===== config.mk =====
export PLATFORM = sky130hd
export DESIGN_NAME = console_line_editor
export DESIGN_NICKNAME = d
export VERILOG_FILES = /design/src/design/cle_pkg.sv /design/src/design/cle_line_store.sv /design/src/design/cle_ctrl.sv /design/src/design/console_line_editor.sv
export SDC_FILE = /design/constraint.sdc
export NUM_CORES = 1
export LEC_CHECK = 0
export BUFFER_PORTS_ARGS = -buffer_cell sky130_fd_sc_hd__buf_2
export CORE_UTILIZATION = 60
export DETAILED_ROUTE_END_ITERATION = 7
export PLACE_DENSITY = 0.77
export RECOVER_POWER = 50
export SLEW_MARGIN = 20
export SYNTH_ARGS = -nofsm -noshare
export SYNTH_HDL_FRONTEND = slang
export SYNTH_HIERARCHICAL = 1
export SYNTH_SLANG_ARGS = --single-unit

===== constraint.sdc =====
create_clock -name clk -period 3.47 [get_ports clk]
set_input_delay 0.347 -clock clk [delete_from_list [all_inputs] [get_ports clk]]
set_output_delay 0.347 -clock clk [all_outputs]
set_load 0.05 [all_outputs]

===== src/design/cle_pkg.sv =====
// Shared types and constants for the console line editor.
// Used by cle_line_store, cle_ctrl and console_line_editor; no dependencies.
`default_nettype none

package cle_pkg;

  // Line store geometry
  localparam int LINE_DEPTH = 32;
  localparam int CNT_W      = $clog2(LINE_DEPTH + 1);
  localparam int ADDR_W     = (LINE_DEPTH > 1) ? $clog2(LINE_DEPTH) : 1;

  // Terminal control codes
  localparam logic [7:0] CH_NUL = 8'h00;
  localparam logic [7:0] CH_ETX = 8'h03;
  localparam logic [7:0] CH_EOT = 8'h04;
  localparam logic [7:0] CH_BEL = 8'h07;
  localparam logic [7:0] CH_BS  = 8'h08;
  localparam logic [7:0] CH_TAB = 8'h09;
  localparam logic [7:0] CH_LF  = 8'h0a;
  localparam logic [7:0] CH_CR  = 8'h0d;
  localparam logic [7:0] CH_ESC = 8'h1b;
  localparam logic [7:0] CH_LBR = 8'h5b;
  localparam logic [7:0] CH_DEL = 8'h7f;

  // Result kinds
  typedef enum logic [2:0] {
    KIND_ECHO,
    KIND_LINE,
    KIND_END,
    KIND_DOWN,
    KIND_UP
  } kind_t;

  // Sequencer states
  typedef enum logic [2:0] {
    S_IDLE,
    S_NL,
    S_RD,
    S_LINE,
    S_CANCEL,
    S_END
  } state_t;

  // Line store access request from the sequencer
  typedef struct packed {
    logic              we;
    logic [ADDR_W-1:0] waddr;
    logic [7:0]        wdata;
    logic [ADDR_W-1:0] raddr;
  } mem_req_t;

endpackage

`default_nettype wire


===== src/design/cle_line_store.sv =====
// Line store: LINE_DEPTH bytes, one write port, one registered read port.
// Depends on cle_pkg for geometry and the request struct.
`default_nettype none

module cle_line_store
  import cle_pkg::*;
(
  input  wire logic       clk,
  input  wire mem_req_t   req,
  output logic [7:0]      rd_data
);

  logic [7:0] mem_r [LINE_DEPTH];
  logic [7:0] rd_data_r;

  // Write the stored byte
  always_ff @(posedge clk) begin
    if (req.we) begin
      mem_r[req.waddr] <= req.wdata;
    end
  end

  // Read one entry a cycle into the output register
  always_ff @(posedge clk) begin
    rd_data_r <= mem_r[req.raddr];
  end

  assign rd_data = rd_data_r;

endmodule

`default_nettype wire


===== src/design/cle_ctrl.sv =====
// Sequencer for the console line editor: decodes a request byte, keeps the
// fill count and escape flag, and walks results out. Depends on cle_pkg.
`default_nettype none

module cle_ctrl
  import cle_pkg::*;
(
  input  wire logic             clk,
  input  wire logic             rst_n,
  input  wire logic             in_valid,
  output logic                  in_stall,
  input  wire logic [7:0]       in_rx_byte,
  output logic                  out_valid,
  input  wire logic             out_stall,
  output logic [7:0]            out_byte,
  output logic [2:0]            out_kind,
  output logic [5:0]            out_line_length,
  output logic                  out_last,
  output mem_req_t              mem_req,
  input  wire logic [7:0]       mem_rd_data
);

  state_t           state_r, state_nxt;
  logic [CNT_W-1:0] fill_r, fill_nxt;
  logic             esc_r, esc_nxt;
  logic [CNT_W-1:0] len_r, len_nxt;
  logic [CNT_W-1:0] idx_r, idx_nxt;
  logic             out_valid_r, out_valid_nxt;
  logic [7:0]       out_byte_r, out_byte_nxt;
  kind_t            out_kind_r, out_kind_nxt;
  logic [5:0]       out_len_r, out_len_nxt;
  logic             out_last_r, out_last_nxt;

  logic             slot_free;
  logic             in_acc;
  logic [CNT_W-1:0] idx_inc;
  logic             walk_done;

  // Shared step unit: advance the walk index and compare with the length
  assign idx_inc   = idx_r + 1'b1;
  assign walk_done = (idx_inc == len_r);

  // Output slot is free when empty or being taken this cycle
  assign slot_free = !out_valid_r || !out_stall;
  assign in_stall  = !((state_r == S_IDLE) && slot_free);
  assign in_acc    = in_valid && !in_stall;

  // Next state and result generation
  always_comb begin
    state_nxt     = state_r;
    fill_nxt      = fill_r;
    esc_nxt       = esc_r;
    len_nxt       = len_r;
    idx_nxt       = idx_r;
    out_valid_nxt = out_valid_r && out_stall;
    out_byte_nxt  = out_byte_r;
    out_kind_nxt  = out_kind_r;
    out_len_nxt   = out_len_r;
    out_last_nxt  = out_last_r;
    mem_req.we    = 1'b0;
    mem_req.waddr = fill_r[ADDR_W-1:0];
    mem_req.wdata = in_rx_byte;
    mem_req.raddr = idx_r[ADDR_W-1:0];

    unique case (state_r)
      S_IDLE: begin
        if (in_acc) begin
          unique case (in_rx_byte) inside
            CH_NUL: begin
            end
            CH_CR, CH_LF: begin
              out_valid_nxt = 1'b1;
              out_byte_nxt  = CH_CR;
              out_kind_nxt  = KIND_ECHO;
              out_len_nxt   = '0;
              out_last_nxt  = 1'b0;
              len_nxt       = fill_r;
              idx_nxt       = '0;
              fill_nxt      = '0;
              state_nxt     = S_NL;
            end
            CH_ETX: begin
              if (fill_r != '0) begin
                out_valid_nxt = 1'b1;
                out_byte_nxt  = CH_DEL;
                out_kind_nxt  = KIND_ECHO;
                out_len_nxt   = '0;
                out_last_nxt  = (fill_r == CNT_W'(1));
                len_nxt       = fill_r;
                idx_nxt       = CNT_W'(1);
                fill_nxt      = '0;
                if (fill_r != CNT_W'(1)) begin
                  state_nxt = S_CANCEL;
                end
              end
            end
            CH_BS, CH_DEL: begin
              if (fill_r != '0) begin
                out_valid_nxt = 1'b1;
                out_byte_nxt  = CH_DEL;
                out_kind_nxt  = KIND_ECHO;
                out_len_nxt   = '0;
                out_last_nxt  = 1'b1;
                fill_nxt      = fill_r - 1'b1;
              end
            end
            CH_EOT: begin
              out_valid_nxt = 1'b1;
              out_byte_nxt  = '0;
              out_kind_nxt  = KIND_DOWN;
              out_len_nxt   = '0;
              out_last_nxt  = 1'b1;
            end
            CH_TAB: begin
              out_valid_nxt = 1'b1;
              out_byte_nxt  = '0;
              out_kind_nxt  = KIND_UP;
              out_len_nxt   = '0;
              out_last_nxt  = 1'b1;
            end
            CH_ESC, CH_LBR: begin
              esc_nxt = 1'b1;
            end
            default: begin
              if (esc_r) begin
                // swallow the byte after an escape
                esc_nxt = 1'b0;
              end else if (fill_r < CNT_W'(LINE_DEPTH)) begin
                out_valid_nxt = 1'b1;
                out_byte_nxt  = in_rx_byte;
                out_kind_nxt  = KIND_ECHO;
                out_len_nxt   = '0;
                out_last_nxt  = 1'b1;
                mem_req.we    = 1'b1;
                fill_nxt      = fill_r + 1'b1;
              end else begin
                out_valid_nxt = 1'b1;
                out_byte_nxt  = CH_BEL;
                out_kind_nxt  = KIND_ECHO;
                out_len_nxt   = '0;
                out_last_nxt  = 1'b1;
              end
            end
          endcase
        end
      end
      S_NL: begin
        if (slot_free) begin
          out_valid_nxt = 1'b1;
          out_byte_nxt  = CH_LF;
          out_kind_nxt  = KIND_ECHO;
          out_len_nxt   = '0;
          out_last_nxt  = 1'b0;
          state_nxt     = (len_r == '0) ? S_END : S_RD;
        end
      end
      S_RD: begin
        // read data shows up next cycle
        state_nxt = S_LINE;
      end
      S_LINE: begin
        if (slot_free) begin
          out_valid_nxt = 1'b1;
          out_byte_nxt  = mem_rd_data;
          out_kind_nxt  = KIND_LINE;
          out_len_nxt   = '0;
          out_last_nxt  = 1'b0;
          idx_nxt       = idx_inc;
          state_nxt     = walk_done ? S_END : S_RD;
        end
      end
      S_CANCEL: begin
        if (slot_free) begin
          out_valid_nxt = 1'b1;
          out_byte_nxt  = CH_DEL;
          out_kind_nxt  = KIND_ECHO;
          out_len_nxt   = '0;
          out_last_nxt  = walk_done;
          idx_nxt       = idx_inc;
          if (walk_done) begin
            state_nxt = S_IDLE;
          end
        end
      end
      S_END: begin
        if (slot_free) begin
          out_valid_nxt = 1'b1;
          out_byte_nxt  = '0;
          out_kind_nxt  = KIND_END;
          out_len_nxt   = 6'(len_r);
          out_last_nxt  = 1'b1;
          state_nxt     = S_IDLE;
        end
      end
      default: begin
        state_nxt = S_IDLE;
      end
    endcase
  end

  // Control registers
  always_ff @(posedge clk) begin
    if (!rst_n) begin
      state_r     <= S_IDLE;
      fill_r      <= '0;
      esc_r       <= 1'b0;
      out_valid_r <= 1'b0;
    end else begin
      state_r     <= state_nxt;
      fill_r      <= fill_nxt;
      esc_r       <= esc_nxt;
      out_valid_r <= out_valid_nxt;
    end
  end

  // Payload and walk registers
  always_ff @(posedge clk) begin
    len_r      <= len_nxt;
    idx_r      <= idx_nxt;
    out_byte_r <= out_byte_nxt;
    out_kind_r <= out_kind_nxt;
    out_len_r  <= out_len_nxt;
    out_last_r <= out_last_nxt;
  end

  assign out_valid       = out_valid_r;
  assign out_byte        = out_byte_r;
  assign out_kind        = out_kind_r;
  assign out_line_length = out_len_r;
  assign out_last        = out_last_r;

`ifndef SYNTHESIS
  a_fill_bound: assert property (@(posedge clk) disable iff (!rst_n)
    fill_r <= CNT_W'(LINE_DEPTH))
    else $error("fill count beyond line depth");

  a_end_is_last: assert property (@(posedge clk) disable iff (!rst_n)
    (out_valid_r && (out_kind_r == KIND_END)) |-> out_last_r)
    else $error("line end not marked last");

  a_newline_clears: assert property (@(posedge clk) disable iff (!rst_n)
    (in_acc && ((in_rx_byte == CH_CR) || (in_rx_byte == CH_LF))) |=> (fill_r == '0))
    else $error("line end did not clear fill count");

  a_walk_in_range: assert property (@(posedge clk) disable iff (!rst_n)
    ((state_r == S_LINE) || (state_r == S_RD)) |-> (idx_r < len_r))
    else $error("line walk past stored length");
`endif

endmodule

`default_nettype wire


===== src/design/console_line_editor.sv =====
// Console line editor top level. Latency: the first result of a request is
// valid in the cycle after the request is accepted. Throughput: one result per
// cycle while the output is not stalled, but each line byte also needs an S_RD
// state first (registered line store read); a line or cancel holds off the next
// request until its last result is issued, as do output stalls. Reset (rst_n low,
// synchronous) clears fill count, escape flag, state and valid; store has no reset.
`default_nettype none

module console_line_editor
  import cle_pkg::*;
(
  input  wire logic       clk,
  input  wire logic       rst_n,
  input  wire logic       in_valid,
  output logic            in_stall,
  input  wire logic [7:0] in_rx_byte,
  output logic            out_valid,
  input  wire logic       out_stall,
  output logic [7:0]      out_byte,
  output logic [2:0]      out_kind,
  output logic [5:0]      out_line_length,
  output logic            out_last
);

  mem_req_t   mem_req;
  logic [7:0] mem_rd_data;

  // Sequencer
  cle_ctrl u_ctrl (
    .clk             (clk),
    .rst_n           (rst_n),
    .in_valid        (in_valid),
    .in_stall        (in_stall),
    .in_rx_byte      (in_rx_byte),
    .out_valid       (out_valid),
    .out_stall       (out_stall),
    .out_byte        (out_byte),
    .out_kind        (out_kind),
    .out_line_length (out_line_length),
    .out_last        (out_last),
    .mem_req         (mem_req),
    .mem_rd_data     (mem_rd_data)
  );

  // Line store
  cle_line_store u_store (
    .clk     (clk),
    .req     (mem_req),
    .rd_data (mem_rd_data)
  );

endmodule

`default_nettype wire


==> impl_metrics.toml <==
[status]
status = "complete, but fails checks"
failed_checks = "capacitance limit, slew limit"

[global_routing]
grt_antenna_before_repair = 0
grt_pass1_vias = 7121
track_usage_pct = 27.2
overflow = 0
grt_pass1_wl_um = 43700
grt_start_max_net_pins = 45

[worst_setup_path]
cp_slowest_cell = "nor4_2"
critPathTopFamily = "simple AND/OR/NAND/NOR gates"
startpoint_type = "primary input"
cp-end-kind = "register"
path_buf_inv = 2
critPathRequiredTime_ns = 3.68
path_class = "in -> reg"
crit_arrival_ns = 3.22
path_common_cell = "clkbuf_1"
cpPeakStageDelay_ns = 0.90
cp_cell_sequence = "clkbuf_1, clkbuf_1, nor4_2, o21ai_0, nand3_1, nand3b_1, a31oi_1"
cp_max_fo = 34

[clock_network]
cts_hold_buf = 0
cts_tree = "done"
root_buffer = "clkbuf_16"
path_clk_slew_ns = 0.06
clkLatencyLatePin_ns = 0.56
cts_setup_buffers = 0
clockBufferDepth = 3
cts_num_sinks = 305
cts-buffers-inserted = 30
htreeDepth = 1
cts_resized = 0

[timing]
setup_viol = 0
period_minus_slack_ns = 3.01
fmax_mhz = 332
period_share_pct = 86.8
hold_viol_final = 0
rsz0062_at_grt = "false"
drv_slew = 110
clock_skew_ns = 0.0212
hold_ws_ns = 0.102
fin_tns_setup_ns = 0
worst_pin_slew_ns = 1.82
slew_headroom_pct = -21.2

[finish]
design_area_um2 = 14500
fin_nets = 812
synthToLayoutAreaGrowth_pct = 12.3
n_antenna_cell = 0
drive_above_1_share_pct = 24.3

[power_and_ir_drop]
ir_drop_mv = 0.463
power_density_nw_per_um2 = 527
leakage_uw = 0.00469
power_uw = 7660

[route]
ant_nets = 0
via_per_inst = 6.57
dr_total_vias = 7192
drtIter0Drc = 722
wl_per_cell_um = 26.0
dr.pass1.iters = 5
drc = 0
wl_um = 28400

[yosys]
postSynthAreaPerCell_um2 = 17.8
synth-seq-area-share_pct = 69.4
synthTopCellsByCount = "edfxtp_1, mux4_2, nor2_1"
synth_top_area_share_pct = 66.4
netlist_top_cells_area = "edfxtp_1, mux4_2, dfxtp_1"
async_flop_share_pct = 0
syn_inst = 727
synth-edff-count = 286
syn_nets = 744
synth_flop_cell = "edfxtp_1"
yosys_warnings = 6
synth.most_common_cell = "edfxtp_1"
synth-seq-cells = 305
ys_types = 66
syn-cell-area_um2 = 12900
synth_top_area_cell = "edfxtp_1"

[floorplan]
coreArea_um2 = 21100
dieArea_um2 = 22100
std_cell_rows = 53
ios = 32
die_y_um = 149
start_util_pct = 61.3
die_width_um = 149

[job]
drv_cap = 3

[placement]
hpwl_um = 18000
port_buffers = 31
placed_cell_area_um2 = 13600
gp_congestion = 0.879

[worst_hold_path]
holdCritPathClass = "in -> reg"
state kept, by name, indices dropped and copies added, names as in the netlist:
name                    cells
u_ctrl/idx_r                6
u_ctrl/out_valid            1
u_ctrl/out_byte             8
u_store/rd_data             8
u_ctrl/fill_r               6
u_ctrl/out_last             1
u_ctrl/len_r                6
u_ctrl/esc_r                1
u_ctrl/out_line_length      6
u_ctrl/state_r              3
u_store/mem_r             256
u_ctrl/out_kind             3
cell families (layout without fill, tap and decap cells):
family	Yosys count	after routing	synth area share, %
buf+inv	63	155	2.79
compound gates	83	83	4.63
simple gates	165	165	6.70
flops	305	305	69.4
mux	95	95	15.2
fa+ha+maj	5	5	0.484
xor+xnor	11	11	0.861
metal layers:
| metal | up-vias | share of wire (%) | global-route usage, % |
|---|---|---|---|
| li1 | 3069 | - | - |
| met3 | 66 | 7.4 | 3.61 |
| met1 | 3669 | 39 | 38.0 |
| met5 | - | 0 | 0 |
| met4 | 0 | 3.1 | 8.47 |
| met2 | 388 | 50 | 45.1 |
metrics by stage:
| step | worst slack (ns) | cells | util, % |
|---|---|---|---|
| global placement | 0.466 | 1038 | 64.5 |
| finish | 0.457 | 1094 | 68.9 |
| global route | 0.276 | 1094 | 68.9 |
| floorplan | 0.307 | 727 | - |
| CTS | 0.548 | 1094 | 69.2 |
| detailed placement | 0.429 | 1038 | 64.5 |
worst paths after layout:
check / start / end / slack, ns / depth (start not counted)
worst min register to register: u_ctrl/esc_r / u_ctrl/esc_r / 0.59 / 2
worst max-delay path: in_rx_byte[7] / u_ctrl/out_kind[1] / 0.46 / 7
worst min-delay path: in_valid / u_ctrl/out_valid / 0.10 / 2
worst max register to register: u_ctrl/state_r[1] / u_store/mem_r[20][7] / 0.56 / 8
power by group:
| group | total (uW) | switching [uW] | internal, uW |
|---|---|---|---|
| Sequential | 4080 | 20.8 | 4060 |
| Clock | 3270 | 1320 | 1950 |
| Combinational | 310 | 226 | 83.9 |
| Total | 7660 | 1570 | 6090 |
cell usage in the layout, fill, tap and decap left out, drive strengths merged, types with 2 or more instances in the layout:
cell type,synthesis,layout
xnor2,5,5
nor3,11,11
o221ai,3,3
o22ai,4,4
inv,8,8
o32ai,4,4
o21ai,9,9
nor2,62,62
and2,8,8
bufinv,0,5
edfxtp,286,286
ha,5,5
o31ai,2,2
clkbuf,17,73
and3,3,3
a21o,2,2
a21oi,23,23
nor3b,3,3
buf,37,52
nand2b,11,11
a211oi,4,4
a211o,5,5
a311oi,4,4
mux2,10,10
dfxtp,19,19
nand3,15,15
mux2i,5,5
clkinv,1,17
or3b,4,4
o22a,2,2
xor2,5,5
nand3b,9,9
nand2,17,17
a31oi,11,11
nor2b,2,2
or3,8,8
mux4,80,80
nor4,5,5
area by class of cell:
type / instances / area [um2]
clock buffers: 35 / 769
clock inverters: 21 / 230
fillers: 1318 / 6560
inverters: 9 / 33.8
multi-input cells: 359 / 3600
flip-flops and latches: 305 / 8970
well taps: 275 / 344
repair buffers: 90 / 576
Power figures use the tool's default switching activity.
